## src/hdl/assert_macros.svh

```systemverilog
// Assertion helpers shared by the RTL; clock clk_i, reset rst_ni in scope.
`ifndef ASSERT_MACROS_SVH
`define ASSERT_MACROS_SVH

// Same-cycle implication.
`define WAVRP_ASSERT_IMP(lbl, ante, cons, msg) \
  lbl: assert property (@(posedge clk_i) disable iff (!rst_ni) (ante) |-> (cons)) \
    else $error(msg);

// Next-cycle implication.
`define WAVRP_ASSERT_NXT(lbl, ante, cons, msg) \
  lbl: assert property (@(posedge clk_i) disable iff (!rst_ni) (ante) |=> (cons)) \
    else $error(msg);

`endif

```

## src/hdl/wavrp_pkg.sv

```systemverilog
`default_nettype none
package wavrp_pkg;

  localparam logic [31:0] MagicRiff   = 32'h4646_4952;
  localparam logic [31:0] MagicFmt    = 32'h2074_6D66;
  localparam logic [31:0] MagicData   = 32'h6174_6164;
  localparam logic [31:0] FmtBaseSize = 32'd16;

  // parse phases
  localparam logic [3:0] PhRiff     = 4'd0;
  localparam logic [3:0] PhHdrSkip  = 4'd1;
  localparam logic [3:0] PhFmtId    = 4'd2;
  localparam logic [3:0] PhFmtSize  = 4'd3;
  localparam logic [3:0] PhTag      = 4'd4;
  localparam logic [3:0] PhChan     = 4'd5;
  localparam logic [3:0] PhRate     = 4'd6;
  localparam logic [3:0] PhSkip6    = 4'd7;
  localparam logic [3:0] PhBits     = 4'd8;
  localparam logic [3:0] PhExt      = 4'd9;
  localparam logic [3:0] PhCkId     = 4'd10;
  localparam logic [3:0] PhCkSize   = 4'd11;
  localparam logic [3:0] PhCkSkip   = 4'd12;
  localparam logic [3:0] PhPayload  = 4'd13;
  localparam logic [3:0] PhIdle     = 4'd14;
  localparam logic [3:0] PhDataSize = 4'd15;

  // result kinds
  localparam logic [1:0] KindHeader  = 2'd0;
  localparam logic [1:0] KindPayload = 2'd1;
  localparam logic [1:0] KindError   = 2'd2;

  // error codes
  localparam logic [2:0] ErrNotRiff   = 3'd0;
  localparam logic [2:0] ErrNoFmt     = 3'd1;
  localparam logic [2:0] ErrNotPcm    = 3'd2;
  localparam logic [2:0] ErrBadBits   = 3'd3;
  localparam logic [2:0] ErrBadChan   = 3'd4;
  localparam logic [2:0] ErrTruncated = 3'd5;

  typedef struct packed {
    logic [1:0]  kind;
    logic [7:0]  payload;
    logic [1:0]  format;
    logic [1:0]  channels;
    logic [31:0] rate;
    logic [31:0] length;
    logic [2:0]  error;
    logic        last;
  } res_t;

endpackage
`default_nettype wire

```

## src/hdl/wav_riff_header_parser.sv

```systemverilog
// Each result is registered, into the output register or, while the output is
// stalled, into the skid entry. One byte per cycle is taken while in_stall_o is
// low; each phase updates small counters, the field assembler and 32-bit compares.
// A two-entry output (register plus skid) takes one more result while the output
// is stalled; input stalls only while both entries are held.
// Reset (rst_ni low, asynchronous) returns the parser to the RIFF magic check.
`default_nettype none
`include "assert_macros.svh"
module wav_riff_header_parser (
  input  wire logic        clk_i,
  input  wire logic        rst_ni,
  input  wire logic        in_valid_i,
  output logic             in_stall_o,
  input  wire logic [7:0]  file_byte_i,
  input  wire logic        end_of_stream_i,
  output logic             out_valid_o,
  input  wire logic        out_stall_i,
  output logic [1:0]       result_kind_o,
  output logic [7:0]       payload_byte_o,
  output logic [1:0]       format_code_o,
  output logic [1:0]       channel_count_o,
  output logic [31:0]      sample_rate_o,
  output logic [31:0]      data_length_o,
  output logic [2:0]       error_code_o,
  output logic             last_payload_o
);
  import wavrp_pkg::*;

  logic [3:0]  phase_q, phase_d;
  logic [1:0]  cnt_q, cnt_d;
  logic [31:0] asm_q, asm_d;
  logic [31:0] fmt_size_q, fmt_size_d;
  logic [15:0] chan_q, chan_d;
  logic [31:0] rate_q, rate_d;
  logic [31:0] rem_q, rem_d;
  logic [1:0]  fmt_q, fmt_d;

  logic        out_valid_q, skid_valid_q;
  res_t        out_q, skid_q;

  logic        in_acc, out_take;
  logic        gather4, gather2, done, skip_done, err;
  logic        res_valid;
  logic [31:0] asm_new, rem_dec;
  logic [1:0]  base;
  res_t        res;

  assign in_stall_o = skid_valid_q;
  assign in_acc     = in_valid_i && !skid_valid_q;
  assign out_take   = out_valid_q && !out_stall_i;

  always_comb begin
    gather4 = phase_q inside {PhRiff, PhFmtId, PhFmtSize, PhRate, PhCkId, PhCkSize,
                              PhDataSize};
    gather2 = phase_q inside {PhTag, PhChan, PhBits};
    asm_new = asm_q | ({24'b0, file_byte_i} << {cnt_q, 3'b000});
    done    = (gather4 && cnt_q == 2'd3) || (gather2 && cnt_q == 2'd1);
    rem_dec = (rem_q != 32'd0) ? rem_q - 32'd1 : rem_q;
    skip_done = (rem_dec == 32'd0);
    base    = 2'd0;

    phase_d    = phase_q;
    cnt_d      = cnt_q;
    asm_d      = asm_q;
    fmt_size_d = fmt_size_q;
    chan_d     = chan_q;
    rate_d     = rate_q;
    rem_d      = rem_q;
    fmt_d      = fmt_q;
    res        = '0;
    res_valid  = 1'b0;
    err        = 1'b0;

    if (done) begin
      cnt_d = 2'd0;
      asm_d = 32'd0;
    end else if (gather4 || gather2) begin
      cnt_d = cnt_q + 2'd1;
      asm_d = asm_new;
    end

    case (phase_q)
      PhRiff: begin
        if (done) begin
          if (asm_new != MagicRiff) begin
            err = 1'b1; res.error = ErrNotRiff;
          end else begin
            rem_d = 32'd8; phase_d = PhHdrSkip;
          end
        end
      end
      PhHdrSkip: begin
        rem_d = rem_dec;
        if (skip_done) phase_d = PhFmtId;
      end
      PhFmtId: begin
        if (done) begin
          if (asm_new != MagicFmt) begin
            err = 1'b1; res.error = ErrNoFmt;
          end else begin
            phase_d = PhFmtSize;
          end
        end
      end
      PhFmtSize: begin
        if (done) begin
          fmt_size_d = asm_new; phase_d = PhTag;
        end
      end
      PhTag: begin
        if (done) begin
          if (asm_new != 32'd1) begin
            err = 1'b1; res.error = ErrNotPcm;
          end else begin
            phase_d = PhChan;
          end
        end
      end
      PhChan: begin
        if (done) begin
          chan_d = asm_new[15:0]; phase_d = PhRate;
        end
      end
      PhRate: begin
        if (done) begin
          rate_d = asm_new; rem_d = 32'd6; phase_d = PhSkip6;
        end
      end
      PhSkip6: begin
        rem_d = rem_dec;
        if (skip_done) phase_d = PhBits;
      end
      PhBits: begin
        if (done) begin
          // bit depth is checked ahead of the channel count
          if (!(asm_new inside {32'd8, 32'd16})) begin
            err = 1'b1; res.error = ErrBadBits;
          end else if (!(chan_q inside {16'd1, 16'd2})) begin
            err = 1'b1; res.error = ErrBadChan;
          end else begin
            base  = (asm_new == 32'd16) ? 2'd2 : 2'd0;
            fmt_d = base + ((chan_q == 16'd2) ? 2'd1 : 2'd0);
            if (fmt_size_q > FmtBaseSize) begin
              rem_d   = fmt_size_q - FmtBaseSize;
              phase_d = PhExt;
            end else begin
              phase_d = PhCkId;
            end
          end
        end
      end
      PhExt: begin
        rem_d = rem_dec;
        if (skip_done) phase_d = PhCkId;
      end
      PhCkId: begin
        if (done) phase_d = (asm_new == MagicData) ? PhDataSize : PhCkSize;
      end
      PhCkSize: begin
        if (done) begin
          rem_d   = asm_new;
          phase_d = (asm_new == 32'd0) ? PhCkId : PhCkSkip;
        end
      end
      PhCkSkip: begin
        rem_d = rem_dec;
        if (skip_done) phase_d = PhCkId;
      end
      PhDataSize: begin
        if (done) begin
          res_valid    = 1'b1;
          res.kind     = KindHeader;
          res.format   = fmt_q;
          res.channels = chan_q[1:0];
          res.rate     = rate_q;
          res.length   = asm_new;
          rem_d        = asm_new;
          phase_d      = (asm_new == 32'd0) ? PhIdle : PhPayload;
        end
      end
      PhPayload: begin
        res_valid   = 1'b1;
        res.kind    = KindPayload;
        res.payload = file_byte_i;
        rem_d       = rem_dec;
        if (skip_done) begin
          res.last = 1'b1;
          phase_d  = PhIdle;
        end
      end
      default: ;
    endcase

    if (err) begin
      res_valid = 1'b1;
      res.kind  = KindError;
      phase_d   = PhIdle;
    end

    if (end_of_stream_i) begin
      // early end overrides a header or payload beat of this byte unless the parse ends on it
      if (!err && phase_d != PhIdle) begin
        res_valid = 1'b1;
        res       = '0;
        res.kind  = KindError;
        res.error = ErrTruncated;
      end
      phase_d    = PhRiff;
      cnt_d      = 2'd0;
      asm_d      = 32'd0;
      fmt_size_d = 32'd0;
      chan_d     = 16'd0;
      rate_d     = 32'd0;
      rem_d      = 32'd0;
      fmt_d      = 2'd0;
    end
  end

  always_ff @(posedge clk_i or negedge rst_ni) begin
    if (!rst_ni) begin
      phase_q    <= PhRiff;
      cnt_q      <= 2'd0;
      asm_q      <= 32'd0;
      fmt_size_q <= 32'd0;
      chan_q     <= 16'd0;
      rate_q     <= 32'd0;
      rem_q      <= 32'd0;
      fmt_q      <= 2'd0;
    end else if (in_acc) begin
      phase_q    <= phase_d;
      cnt_q      <= cnt_d;
      asm_q      <= asm_d;
      fmt_size_q <= fmt_size_d;
      chan_q     <= chan_d;
      rate_q     <= rate_d;
      rem_q      <= rem_d;
      fmt_q      <= fmt_d;
    end
  end

  // output register with skid entry
  always_ff @(posedge clk_i or negedge rst_ni) begin
    if (!rst_ni) begin
      out_valid_q  <= 1'b0;
      skid_valid_q <= 1'b0;
    end else begin
      if (skid_valid_q) begin
        if (out_take) begin
          out_valid_q  <= 1'b1;
          skid_valid_q <= 1'b0;
        end
      end else if (in_acc && res_valid) begin
        if (out_valid_q && !out_take) skid_valid_q <= 1'b1;
        else out_valid_q <= 1'b1;
      end else if (out_take) begin
        out_valid_q <= 1'b0;
      end
    end
  end

  always_ff @(posedge clk_i) begin
    if (skid_valid_q) begin
      if (out_take) out_q <= skid_q;
    end else if (in_acc && res_valid) begin
      if (out_valid_q && !out_take) skid_q <= res;
      else out_q <= res;
    end
  end

  assign out_valid_o     = out_valid_q;
  assign result_kind_o   = out_q.kind;
  assign payload_byte_o  = out_q.payload;
  assign format_code_o   = out_q.format;
  assign channel_count_o = out_q.channels;
  assign sample_rate_o   = out_q.rate;
  assign data_length_o   = out_q.length;
  assign error_code_o    = out_q.error;
  assign last_payload_o  = out_q.last;

  `WAVRP_ASSERT_IMP(a_skid_behind_out, skid_valid_q, out_valid_q, "skid entry without output")
  `WAVRP_ASSERT_IMP(a_payload_has_rem, phase_q == PhPayload, rem_q != 32'd0,
                    "payload phase with nothing left")
  `WAVRP_ASSERT_NXT(a_error_stops, in_acc && res_valid && res.kind == KindError,
                    phase_q == PhIdle || phase_q == PhRiff, "parser runs on after error")
  `WAVRP_ASSERT_IMP(a_last_only_payload, out_valid_q && out_q.last,
                    out_q.kind == KindPayload, "last flag on non-payload beat")

endmodule
`default_nettype wire

```

## config.mk

```make
export PLATFORM = sky130hd
export DESIGN_NAME = wav_riff_header_parser
export DESIGN_NICKNAME = d
export VERILOG_FILES = /design/src/hdl/wavrp_pkg.sv /design/src/hdl/wav_riff_header_parser.sv
export VERILOG_INCLUDE_DIRS = /design/src /design/src/hdl
export SDC_FILE = /design/constraint.sdc
export NUM_CORES = 1
export LEC_CHECK = 0
export BUFFER_PORTS_ARGS = -buffer_cell sky130_fd_sc_hd__buf_2
export CAP_MARGIN = 25
export CORE_UTILIZATION = 55
export DETAILED_ROUTE_END_ITERATION = 12
export PLACE_DENSITY = 0.73
export RECOVER_POWER = 25
export SYNTH_ARGS = -nofsm -noshare
export SYNTH_HDL_FRONTEND = slang
export SYNTH_SLANG_ARGS = --single-unit
```

## constraint.sdc

```tcl
create_clock -name clk_i -period 19.25 [get_ports clk_i]
set_input_delay 1.925 -clock clk_i [delete_from_list [all_inputs] [get_ports clk_i]]
set_output_delay 1.925 -clock clk_i [all_outputs]
set_load 0.02 [all_outputs]
```

* Yosys cells after proc, flatten, opt, wreduce, memory -nomap -nowiden
Index checks and enable logic that the tools add are counted.
** Operators by class
- $add $sub $neg :: 4
- Magnitude comparators :: 1
- Equality and inequality tests :: 36
- Shift operators :: 1
- Mux-type cells :: 102
- Bitwise operators :: 2
- Reductions and logical operators :: 44
** Operators by type and width (count)
- 2-to-1 mux 32 bit :: 17
- 2-to-1 mux 82 bit :: 6
- one-hot mux 32 bit (5 select lines) :: 1
- 2-to-1 mux 68 bit :: 2
- 2-to-1 mux 4 bit :: 21
- logical NOT 32 bit :: 2
- one-hot mux 4 bit (14 select lines) :: 1
- 2-to-1 mux 16 bit :: 3
- == test 32 x 31 -> 1 bit (second input constant) :: 1
- == test 32 x 4 -> 1 bit (second input constant) :: 1
- == test 32 x 5 -> 1 bit (second input constant) :: 1
- greater-than comparator 32 x 5 -> 1 bit (second input constant) :: 1
- inequality test 32 x 1 -> 1 bit (second input constant) :: 1
- inequality test 32 x 30 -> 1 bit (second input constant) :: 1
- inequality test 32 x 31 -> 1 bit (second input constant) :: 1
- OR 32 bit :: 1
- nonzero test 32 bit :: 1
- left shift 8 x 5 -> 32 bit :: 1
- subtractor 32 x 1 -> 32 bit (second input constant) :: 1
- subtractor 32 x 5 -> 32 bit (second input constant) :: 1
- == test 4 bit (second input constant) :: 7
- 2-to-1 mux 1 bit :: 28
- 2-to-1 mux 2 bit :: 14
- nonzero test 2 bit :: 11
- 34 further kinds :: 65
** Word-level totals
- Flip-flop bits (word level) :: 318
- Input bits :: 13
- Output and inout bits :: 84
- Logic and storage cells :: 216

* Depth between registers and ports, before layout
- Depth in word-level cells :: 15
- Depth in mapped cells :: 18
- Mapped depth without buffers :: 12

* Worst setup path before layout
No wires, ideal clock.
- Path type :: input-to-reg
- Start point :: input port file_byte_i[1]
- End point :: register skid_q[0] (netlist bit) (enable)
- Library setup time :: 959 ps
- Data arrival time :: 16895 ps
- Required time :: 18291 ps
- Setup slack :: 1396 ps
- Cell stages on the path :: 10
- Path buffers :: 1
- Cells stage by stage :: clkbuf_1 -> a21oi_1 -> a2111oi_0 -> nand4_1 -> o311ai_0 -> nor2_1 -> nor4_1 -> a221o_1 -> a32oi_2 -> a2111oi_0
** On the way
- Word-level cells in the longest chain between the ends :: 14
- Elaborated cells between the ends (all ways) :: 43
- Those cells by class :: 7 x eq/ne; 1 x shift; 28 x mux; 1 x bitwise; 6 x reduce/logical
** Ends and longest elaborated chain
- start, declared :: line wav_riff_header_parser.sv:14 : input wire logic [7:0] file_byte_i,
- left shift 8 x 5 -> 32 bit * :: line wav_riff_header_parser.sv:56 : asm_new = asm_q | ({24'b0, file_byte_i} << {cnt_q, 3'b000});
- OR 32 bit * :: line wav_riff_header_parser.sv:56
- == test 32 x 4 -> 1 bit or == test 32 x 5 -> 1 bit (tied branches) :: line wav_riff_header_parser.sv:136 : if (!(asm_new inside {32'd8, 32'd16})) begin
- nonzero test 2 bit :: line wav_riff_header_parser.sv:136
- 2-to-1 mux 4 bit or 2-to-1 mux 1 bit (tied branches) :: line wav_riff_header_parser.sv:136
- 2-to-1 mux 4 bit or 2-to-1 mux 1 bit (tied branches) :: line wav_riff_header_parser.sv:134 : if (done) begin
- one-hot mux 4 bit (14 select lines) or one-hot mux 1 bit (4 select lines) (tied branches) :: line wav_riff_header_parser.sv:82 : case (phase_q)
- 2-to-1 mux 4 bit :: line wav_riff_header_parser.sv:194 : if (err) begin
- inequality test 4 bit :: line wav_riff_header_parser.sv:202 : if (!err && phase_d != PhIdle) begin
- logical AND 1 bit :: line wav_riff_header_parser.sv:202
- 2-to-1 mux 1 bit :: line wav_riff_header_parser.sv:202
- 2-to-1 mux 1 bit * :: line wav_riff_header_parser.sv:200 : if (end_of_stream_i) begin
- logical AND 1 bit * :: line wav_riff_header_parser.sv:264 : end else if (in_acc && res_valid) begin
- AND reduction 3 bit (no line) *
- end signal, assigned :: line wav_riff_header_parser.sv:265 : if (out_valid_q && !out_take) skid_q <= res;
- end, declared :: line wav_riff_header_parser.sv:39 : res_t out_q, skid_q;
Every way passes the cells marked *; elsewhere a longest branch is shown, timed or not.
A chain may end at the register's enable or synchronous reset.

==> impl_metrics.csv <==
group,metric,value,unit
clock_network,tritoncts,"built",
clock_network,cts_buffers,35,
layout,nets,1736,
clock_network,cts.clk_slew.worst_paths,0.06,ns
worst_hold_path,min-delay-start,"rate_q[13]$_DFFE_PN0P_",
sta,max-slew-margin-rel,-220,%
logic_synthesis,yosysUniqueCellTypes,76,
grt,grt_pass1_vias,13200,
sta,final_hold_viol_count,0,
layout,register_area,0.00878,mm2
floorplanning,io_pins,97,
floorplanning,design.die.area,0.0311,mm2
logic_synthesis,synth_ff_type,"edfxtp_1",
worst_setup_path,endpoint_kind,"asynchronous set/reset pin",
clock_network,htreeDepth,2,
floorplanning,die_y,176,um
detailed_routing,viasPerCell,6.58,
layout,multi_input_comb_area,0.00714,mm2
place,place.gp.congestion,0.983,
grt,grt_first_pass_wirelength,78.5,mm
worst_setup_path,timing.rr.start,"rem_q[0]$_DFFE_PN0P_",
detailed_routing,vias,14000,
layout,drive_above_1_share,14.5,%
logic_synthesis,yosysTopAreaCell,"edfxtp_1",
worst_setup_path,timing.rr.end,"skid_q[46]$_DFFE_PP_",
logic_synthesis,ys_seq_area_share,52.5,%
run_status,violations,"capacitance limit, slew limit",
clock_network,hold_buffers,0,
floorplanning,start_util,56.1,%
floorplanning,die_x,176,um
pwr,power_density,152,mW/mm2
logic_synthesis,synth_area,0.0167,mm2
pwr,pwr-share-comb,39.0,%
logic_synthesis,yosys_register_bits,318,
detailed_routing,drc_errors,0,
worst_setup_path,setup.worst_path.class,"in -> async",
detailed_routing,routed_wl,51.6,mm
logic_synthesis,synth_mux_area_share,0.127,%
logic_synthesis,synth_compound_area_share,21.3,%
logic_synthesis,synth_top_cell_area_share,29.5,%
floorplanning,core_region_area,0.0298,mm2
logic_synthesis,synth_edf_count,164,
pwr,p_seq_share,36.5,%
sta,fin_crit,8.55,ns
place,io_buffers,96,
clock_network,clock_path_buffers,3,
place,dpl.hpwl,35.1,mm
detailed_routing,firstDrtPassIters,6,
pwr,p_sw,1.20,mW
worst_setup_path,path_max_fanout,80,
run_status,status,"complete, but fails checks",
worst_setup_path,start_kind,"input pin",
sta,rsz0062_at_grt,"no",
worst_setup_path,r2r_cells,14,
logic_synthesis,syn_inst,1686,
logic_synthesis,synthAdderAreaFrac,0.374,%
sta,tightest_slew,4.80,ns
clock_network,cts_resized,0,
sta,timing.final.crit_share,44.4,%
worst_hold_path,holdCritPathClass,"reg -> reg",
worst_hold_path,whs_endpoint,"rate_q[13]$_DFFE_PN0P_",
pwr,power_leakage,7.12,nW
logic_synthesis,syn_nets,1704,
sta,drv_slew,138,
pwr,irDropWorstVdd,0.108,mV
worst_setup_path,critPathRequiredTime,19.18,ns
logic_synthesis,synth-async-reset-ratio,48.4,%
logic_synthesis,synth.area.top_cells,"edfxtp_1 (29%), dfrtp_1 (23%), nand2_1 (5.9%)",
logic_synthesis,synthXorXnorAreaFrac,1.68,%
flow_run,maxCapViolCount,2,
detailed_routing,detail-route-antenna-nets,0,
sta,tns,0,ns
layout,area_growth_syn_to_layout,11.8,%
detailed_routing,wire_per_inst,24.2,um
logic_synthesis,yosysMostFrequentCell,"nand2_1",
worst_setup_path,cp.arrival,8.48,ns
pwr,p_sw_share,42.2,%
logic_synthesis,ys_top_cells_by_count,"nand2_1 (265), edfxtp_1 (164), dfrtp_1 (154), o21ai_0 (119), clkbuf_1 (116)",
worst_hold_path,hold_depth,2,
layout,insertedDiodeCount,0,
sta,skew,0.0283,ns
layout,fill_cells,2432,
pwr,p_clk_share,24.5,%
clock_network,cts_setup_buffers,0,
grt,grt_usage,33.2,%
clock_network,cts_num_sinks,318,
logic_synthesis,syn_area_per_cell,9.92,um2
logic_synthesis,ys_warn_count,0,
logic_synthesis,synth_top_family_by_area,"compound AO/OA/AOI/OAI gates",
floorplanning,rows,63,
layout,final_cell_area,0.0187,mm2
place,place_area,0.0174,mm2
worst_setup_path,r2r_setup_slack,12.67,ns
detailed_routing,drtIter0Drc,1836,
logic_synthesis,yosys.area_share.simple,18.7,%
sta,setup_viol,0,
pwr,p_int,1.64,mW
grt,grt_max_degree,105,
clock_network,ctsRootBufferMaster,"clkbuf_16",
sta,fmax,117,MHz
grt,antenna_found_initial,0,
grt,grt_overflow,0,
clock_network,clk_latency,0.54,ns
## cells in the final DEF (no fill, tap or decap), drive strengths merged, types with 31 or more instances in the layout
| cell | instances |
|---|---|
| nand2 | 265 |
| clkbuf | 81 |
| o41ai | 76 |
| buf | 109 |
| nor3 | 120 |
| nor4 | 31 |
| nor2 | 78 |
| dfrtp | 154 |
| o31ai | 72 |
| edfxtp | 164 |
| a21oi | 62 |
| inv | 69 |
| o21ai | 123 |
## sequential cells by signal, indices dropped and copies added, names as in the netlist, 2 cells and up
register,count
asm_q,32
chan_q,16
channel_count_o,2
cnt_q,2
data_length_o,32
error_code_o,3
fmt_q,2
fmt_size_q,32
format_code_o,2
payload_byte_o,8
phase_q,4
rate_q,32
rem_q,32
result_kind_o,2
sample_rate_o,32
skid_q,82
## per-layer routing
| layer | share of wire (%) | up-vias | track usage, % | wire length [um] |
|---|---|---|---|---|
| met5 | 0 | - | 0 | 0 |
| met4 | 3.2 | 0 | 9.88 | 1650 |
| met3 | 8.6 | 120 | 6.63 | 4420 |
| met2 | 47 | 670 | 53.8 | 24400 |
| met1 | 41 | 6891 | 45.2 | 21100 |
| li1 | - | 6364 | - | - |
## power groups by stage
stage | clock network (mW) | logic [mW] | registers, mW
finish | 0.697 | 1.11 | 1.04
global route | 0.726 | 1.19 | 1.05
CTS | 0.703 | 1.08 | 1.03
detailed placement | 0 | 1.07 | 1.04
global placement | 0 | 1.05 | 1.04
floorplan | 0 | 0.657 | 1.09
## metrics by stage
step / util (%) / instances / worst slack (ns) / power (mW) / hold WS (ns)
finish: 62.7 / 2135 / 10.70 / 2.84 / 0.483
global route: 62.7 / 2135 / 9.27 / 2.96 / 0.507
CTS: 62.5 / 2129 / 12.85 / 2.81 / 0.481
detailed placement: 58.5 / 2065 / 12.39 / 2.11 / 0.468
global placement: 58.4 / 2061 / 12.48 / 2.09 / 0.464
floorplan: - / 1686 / 1.40 / 1.75 / 0.444
## cell type report
class                   instances  share of cell area, %
well taps                     390                   2.61
flip-flops and latches        318                   47.0
clock inverters                12                   1.10
inverters                      67                   1.35
clock buffers                  52                   5.29
multi-input cells            1158                   38.2
repair buffers                138                   4.45
## how the worst max path moves through the flow
stage,startpoint,depth (start not counted),endpoint
global route,rst_ni,3,rate_q[14]$_DFFE_PN0P_
floorplan,file_byte_i[1],10,skid_q[0]$_DFFE_PP_
CTS,rem_q[0]$_DFFE_PN0P_,14,skid_q[46]$_DFFE_PP_
global placement,file_byte_i[1],12,skid_q[46]$_DFFE_PP_
finish,rst_ni,3,rate_q[4]$_DFFE_PN0P_
detailed placement,file_byte_i[1],12,skid_q[46]$_DFFE_PP_
## cells by family (layout without fill, tap and decap cells)
logic type,after synthesis,after routing
xor gates and xnor gates,32,32
buffers and inverters,210,269
and+or+nand+nor,645,645
AOI/OAI and AO/OA,474,474
adders and majority gates,5,5
muxes,2,2
DFF,318,318
## worst max-delay path, stage by stage
cell	delay [ns]
clkbuf_1	3.30
clkbuf_1	0.90
clkbuf_1	2.28
No activity file was read; power rests on OpenSTA's default activity.
